==> src/rtl/bai_pkg.sv <==
// Shared types and constants for the box-average image resizer.
// Used by bai_div, box_average_image_resizer, bai_pixel_checker and the testbench; no dependencies.
`default_nettype none
package bai_pkg;

    localparam int MAX_SRC_WIDTH  = 1024;
    localparam int MAX_SRC_HEIGHT = 1024;
    localparam int MAX_DST_WIDTH  = 1024;
    localparam int MAX_DST_HEIGHT = 1024;

    localparam int COORD_W = 10;
    localparam int SIZE_W  = 11;
    localparam int PIX_W   = 24;
    localparam int SUM_W   = 28;
    localparam int CNT_W   = 21;
    localparam int TOTAL_W = 30;
    localparam int SRC_AW  = $clog2(MAX_SRC_WIDTH * MAX_SRC_HEIGHT);
    localparam int PREV_AW = $clog2(MAX_DST_HEIGHT);

    typedef enum logic [2:0] {
        REG_IMAGE_WIDTH   = 3'd0,
        REG_IMAGE_HEIGHT  = 3'd1,
        REG_REGION_WIDTH  = 3'd2,
        REG_REGION_HEIGHT = 3'd3,
        REG_DST_WIDTH     = 3'd4,
        REG_DST_HEIGHT    = 3'd5,
        REG_HALFTONE      = 3'd6
    } reg_idx_t;

    typedef enum logic [2:0] {
        CS_NX = 3'd0,
        CS_NY = 3'd1,
        CS_XE = 3'd2,
        CS_YE = 3'd3,
        CS_LX = 3'd4
    } coord_step_t;

    typedef enum logic [10:0] {
        ST_IDLE   = 11'b000_0000_0001,
        ST_MUL    = 11'b000_0000_0010,
        ST_START  = 11'b000_0000_0100,
        ST_DIV    = 11'b000_0000_1000,
        ST_BOX    = 11'b000_0001_0000,
        ST_NEAR   = 11'b000_0010_0000,
        ST_NEAR_W = 11'b000_0100_0000,
        ST_UP_W   = 11'b000_1000_0000,
        ST_AVG    = 11'b001_0000_0000,
        ST_AVG_W  = 11'b010_0000_0000,
        ST_FIN    = 11'b100_0000_0000
    } state_t;

    typedef struct packed {
        logic             start;
        logic [SUM_W-1:0] dividend;
        logic [CNT_W-1:0] divisor;
    } div_req_t;

    function automatic logic [SIZE_W-1:0] clamp_size(input logic [SIZE_W-1:0] v,
                                                     input logic [SIZE_W-1:0] maxv);
        logic [SIZE_W-1:0] r;
        r = v;
        if (v == '0)
        begin
            r = SIZE_W'(1);
        end
        else if (v > maxv)
        begin
            r = maxv;
        end
        return r;
    endfunction

endpackage
`default_nettype wire

==> src/rtl/bai_div.sv <==
// Restoring divider, one quotient bit per cycle, shared by coordinate and average math.
// Depends on bai_pkg.
`default_nettype none
module bai_div (
    input  wire logic               clk,
    input  wire logic               rst_n,
    input  wire bai_pkg::div_req_t  req,
    output logic                    done,
    output logic [bai_pkg::SUM_W-1:0] quotient
);
    import bai_pkg::*;

    localparam int STEP_W = $clog2(SUM_W + 1);

    logic              busy_reg, busy_next;
    logic              done_reg, done_next;
    logic [STEP_W-1:0] step_reg, step_next;
    logic [CNT_W-1:0]  rem_reg, rem_next;
    logic [SUM_W-1:0]  quo_reg, quo_next;
    logic [CNT_W-1:0]  dvs_reg, dvs_next;
    logic [CNT_W:0]    trial;
    logic [CNT_W:0]    diff;
    logic              ge;

    always_comb
    begin
        trial     = {rem_reg, quo_reg[SUM_W-1]};
        diff      = trial - {1'b0, dvs_reg};
        ge        = trial >= {1'b0, dvs_reg};
        busy_next = busy_reg;
        done_next = 1'b0;
        step_next = step_reg;
        rem_next  = rem_reg;
        quo_next  = quo_reg;
        dvs_next  = dvs_reg;
        if (req.start)
        begin
            busy_next = 1'b1;
            step_next = '0;
            rem_next  = '0;
            quo_next  = req.dividend;
            dvs_next  = req.divisor;
        end
        else if (busy_reg)
        begin
            rem_next  = ge ? diff[CNT_W-1:0] : trial[CNT_W-1:0];
            quo_next  = {quo_reg[SUM_W-2:0], ge};
            step_next = step_reg + STEP_W'(1);
            if (step_reg == STEP_W'(SUM_W - 1))
            begin
                busy_next = 1'b0;
                done_next = 1'b1;
            end
        end
    end

    always_ff @(posedge clk or negedge rst_n)
    begin
        if (!rst_n)
        begin
            busy_reg <= 1'b0;
            done_reg <= 1'b0;
            step_reg <= '0;
        end
        else
        begin
            busy_reg <= busy_next;
            done_reg <= done_next;
            step_reg <= step_next;
        end
    end

    always_ff @(posedge clk)
    begin
        rem_reg <= rem_next;
        quo_reg <= quo_next;
        dvs_reg <= dvs_next;
    end

    assign done     = done_reg;
    assign quotient = quo_reg;

endmodule
`default_nettype wire

==> config.mk <==
export PLATFORM = sky130hd
export DESIGN_NAME = bai_div
export DESIGN_NICKNAME = d
export VERILOG_FILES = /design/src/rtl/bai_pkg.sv /design/src/rtl/bai_div.sv
export SDC_FILE = /design/constraint.sdc
export NUM_CORES = 1
export LEC_CHECK = 0
export ABC_CLOCK_PERIOD_IN_PS = 3200
export BUFFER_PORTS_ARGS = -buffer_cell sky130_fd_sc_hd__buf_2
export CORE_MARGIN = 5
export CORE_UTILIZATION = 45
export CTS_CLUSTER_SIZE = 25
export DETAILED_ROUTE_END_ITERATION = 10
export GPL_ROUTABILITY_DRIVEN = 0
export PLACE_DENSITY_LB_ADDON = 0.1
export SLEW_MARGIN = 30
export SYNTH_ARGS = -nofsm -noshare
export SYNTH_HDL_FRONTEND = slang
export SYNTH_SLANG_ARGS = --single-unit
==> constraint.sdc <==
create_clock -name clk -period 3.2 [get_ports clk]
set_input_delay 0.48 -clock clk [delete_from_list [all_inputs] [get_ports clk]]
set_output_delay 0.48 -clock clk [all_outputs]
set_load 0.05 [all_outputs]
=== Yosys cells after proc, flatten, opt, wreduce, memory -nomap -nowiden ===
Cells that the tools add are included.

* Input bits: 52
* Flip-flop bits (word level): 77
* Logic and storage cells: 22
* Output and inout bits: 29

* Reduce and logical (&&, ||, !) cells: 1
* $add $sub $neg: 2
* Muxes and demuxes: 11
* Equality and inequality tests: 1
* Order comparisons: 1

{| class="wikitable"
|+ Operator list
! kind !! count
|-
| 2-to-1 mux 28 bit || 2
|-
| >= comparator 22 x 21 -> 1 bit || 1
|-
| 2-to-1 mux 21 bit || 1
|-
| subtractor 21 bit || 1
|-
| 2-to-1 mux 5 bit || 2
|-
| 2-to-1 mux 1 bit || 6
|-
| adder 5 x 1 -> 5 bit (second input constant) || 1
|-
| == test 5 bit (second input constant) || 1
|-
| nonzero test 2 bit || 1
|}

=== Longest topological paths before layout ===
* Depth in word-level cells: 4
* Mapped depth: 13
* Depth with buffers taken out: 11

=== Worst setup path before layout ===
OpenSTA, ideal clock, no wires.

* Path type: reg-to-reg
* Start point: reg quo_reg[27] (netlist: quotient[27])
* End point: reg quo_reg[0] (netlist: quotient[0]) (data pin)
* Path buffers: 2
* Data required time: 2940 ps
* Slack: 91 ps
* Setup time: 260 ps
* Data arrival time: 2849 ps
* Period minus slack after synthesis: 3109 ps
* Cell stages (with the launch flop): 13
* Cells stage by stage: edfxtp_1 -> inv_1 -> ha_1 -> inv_1 -> fa_1 -> a21o_2 -> a311oi_2 -> o211a_1 -> nor4_4 -> or2_1 -> buf_6 -> buf_6 -> mux2_2

* Word-level cells in the longest chain between the ends: 3

{| class="wikitable"
|+ RTL lines
! what !! RTL line !! text
|-
| start, declared || bai_div.sv:19 || <nowiki>logic [SUM_W-1:0] quo_reg, quo_next;</nowiki>
|-
| start signal, assigned || bai_div.sv:76 || <nowiki>quo_reg <= quo_next;</nowiki>
|-
| >= comparator 22 x 21 -> 1 bit || bai_div.sv:29 || <nowiki>ge = trial >= {1'b0, dvs_reg};</nowiki>
|-
| 2-to-1 mux 28 bit || bai_div.sv:44 || <nowiki>else if (busy_reg)</nowiki>
|-
| 2-to-1 mux 28 bit || bai_div.sv:36 || <nowiki>if (req.start)</nowiki>
|-
| via quo_next[0] || bai_div.sv:19 ||
|}

The timed path passes the listed nets, and every way through them passes these cells. The select of a mux whose other input is x is not followed.
A chain may end at the register's enable or synchronous reset.

=== Worst setup path in the final report ===
* Start point: reg quo_reg[27] (netlist: quotient[27])
* End point: reg rem_reg[9]

* Word-level cells in the longest chain between the ends: 2
* Elaborated cells between the ends (all ways): 3
* Classes of those cells: 1 x add/sub; 1 x order compare; 1 x mux

{| class="wikitable"
|+ RTL lines
! what !! RTL line !! text
|-
| subtractor 21 bit or >= comparator 22 x 21 -> 1 bit (tied branches) || bai_div.sv:28, bai_div.sv:29 ||
|-
| 2-to-1 mux 21 bit * || bai_div.sv:46 || <nowiki>rem_next = ge ? diff[CNT_W-1:0] : trial[CNT_W-1:0];</nowiki>
|-
| end signal, assigned || bai_div.sv:75 || <nowiki>rem_reg <= rem_next;</nowiki>
|-
| end, declared || bai_div.sv:18 || <nowiki>logic [CNT_W-1:0] rem_reg, rem_next;</nowiki>
|}

Every way passes the cells marked *; elsewhere a longest branch is shown, timed or not.

==> metrics.yaml <==
synthesis:
  ys_types: 56
  synthArstFlopShare: 0.09091
  synth_flop_cell: "edfxtp_1"
  synthCells: 409
  mappedNetlistNets: 484
  syn_area_sq_mm: 0.004327
  synth_warnings: 0
  ys_seq_elements: 77
  ys_seq_area_frac: 0.4777
  synth_edf_count: 49
  syn_area_per_cell_sq_um: 10.58
clocking:
  cts-resized-gates: 0
  clk_latency_ns: 0.36
  ctsRootBufferMaster: "clkbuf_8"
  cts_tree: "yes"
  htreeDepth: 3
  cts.sinks: 77
  cts_buffers: 9
  clkTransAtPathRegs_ns: 0.08
  cts_buffer_depth: 2
finish:
  largest_reg_flops: 28
  fin_nets: 564
  final_common_cell: "buf_2"
  mostFrequentLayoutCells: "buf_2 (80), edfxtp_1 (49), nand2_1 (47), inv_1 (29), nor2_1 (29)"
  fin_util: 0.5398
  drive_gt1_frac: 0.2874
  area_growth_pct: 16.37
  antenna_cells: 0
  finalNonFillerCells: 623
  stdcell_area_sq_mm: 0.005035
pwr:
  power.total_mw: 3.804
  p_per_area_mw_per_mm2: 755.5
  ir_drop_mv: 0.3022
  leakage_nw: 2.133
critical_path:
  crit_type: "reg -> reg"
  arrival_ns: 3.23
  path_max_fanout: 20
  ff2ff_path_depth: 12
  cp-end-kind: "flip-flop"
  slowest_delay_ns: 0.41
  crit_slowest_cell: "edfxtp_1"
  crit_top_cell: "inv_1"
  worstSetupStartpointType: "flip-flop"
  cp_cell_sequence: "inv_1, ha_1, inv_1, fa_1, a21o_2, a311oi_2, o211a_1, nor4_4, or2_1, buf_12, o31ai_1, a31o_2"
  crit_required_ns: 3.51
grt:
  grt_pass1_vias: 3374
  track_usage: 0.1799
  grt_pass1_wl_microns: 16500
  grt_max_degree: 44
  antenna_found_initial: 0
  grt_overflow: 0
floorplanning:
  die_area_sq_mm: 0.01168
  start_util: 0.4638
  core_sq_mm: 0.009328
  die_w_microns: 108.1
  num_rows: 35
  ioPinCount: 81
  fp.dieH_microns: 108.1
route:
  first_iter_violations: 139
  drt-vias-per-instance: 5.273
  drtAntennaViolNets: 0
  drtPass1Iterations: 4
  finalWirelength_microns: 9728
  dr_total_vias: 3285
  remaining_drc_errors: 0
  wl_per_cell_microns: 15.61
sta:
  hold_viol_final: 0
  setup_tns_ns: 0
  worst_slew_margin_rel: 0.6528
  setup_slack_ns: 0.2819
  min_period_ns: 2.918
  finalMaxSlewViolations: 0
  clock_skew_ns: 0.01287
  holdWs_ns: 0.2899
  period_share: 0.9119
  rsz0062_at_grt: "false"
  fmaxAchievable_mhz: 342.7
  final-setup-viol-count: 0
  worst_pin_slew_ns: 0.5153
outcome:
  outcome: "complete, no violations"
run:
  cap_viol_max_count: 0
min_path:
  holdPathStages: 1
  hold_path.class: "in -> reg"
place:
  place_inst: 606
  hpwl_microns: 7237
  io_buffers: 80
  dpl-instance-area_sq_mm: 0.004835
  post-place-ws_ns: 0.3105
-- critical path: cells and delay by family, from the launching register on --
family,cells,cell delay (ns)
flops,1,0.41
compound gates,5,1.20
buf+inv,3,0.32
fa+ha+maj,2,0.55
simple gates,2,0.39
-- power by group --
group	switching (mW)	internal [mW]
clock network	0.371	0.359
registers	0.124	1.24
logic	1.01	0.692
total	1.51	2.29
-- layout make-up --
cell class              count  area (sq um)
fillers                   886          4293
multi-input cells         282          2004
inverters                  29         108.9
clock buffers              10         127.6
well taps                 129         161.4
repair buffers             90         503.0
flip-flops and latches     77          2067
clock inverters             6         62.56
-- metal layers --
| layer | up-vias | track usage | part of all wire |
|---|---|---|---|
| li1 | 1660 | - | - |
| met1 | 1545 | 0.2360 | 0.47 |
| met2 | 69 | 0.2944 | 0.48 |
| met3 | 11 | 0.04299 | 0.042 |
| met4 | 0 | 0.05681 | 0.014 |
| met5 | - | 0 | 0 |
-- Yosys cell counts (7+ instances only) --
cell type / count / share of area
edfxtp_1: 49 / 0.34
nand2_1: 47 / 0.041
inv_1: 29 / 0.025
nor2_1: 29 / 0.025
mux2_2: 28 / 0.073
a21oi_1: 25 / 0.029
ha_1: 22 / 0.064
dfxtp_1: 21 / 0.097
o21ai_0: 16 / 0.019
a311oi_1: 14 / 0.028
xnor2_1: 13 / 0.026
nand4_1: 8 / 0.012
dfrtp_1: 7 / 0.040
-- worst paths after layout --
kind	startpoint	to	slack [ns]
max	quotient[27]	rem_reg[9]	0.28
min	req[13]	dvs_reg[13]	0.29
max reg2reg	quotient[27]	rem_reg[9]	0.28
min reg2reg	rem_reg[14]	rem_reg[14]	0.49
max in group asynchronous	rst_n	step_reg[4]	2.57
min in group asynchronous	rst_n	busy_reg	0.48
-- logic make-up after synthesis --
group,after synthesis,synth area share
AND/OR/NAND/NOR,116,0.1284
AO/OA/AOI/OAI,95,0.1527
flip-flops,77,0.4777
buffers and inverters,50,0.05899
multiplexers,30,0.07750
adder cells (fa/ha/maj),23,0.06825
XOR/XNOR,18,0.03644
-- what timing repair did --
item                                   CTS  global route
hold buffers                             1             0
buffers inserted                         0             0
endpoints found under the hold margin    7             0
(Power assumes the default switching activity.)
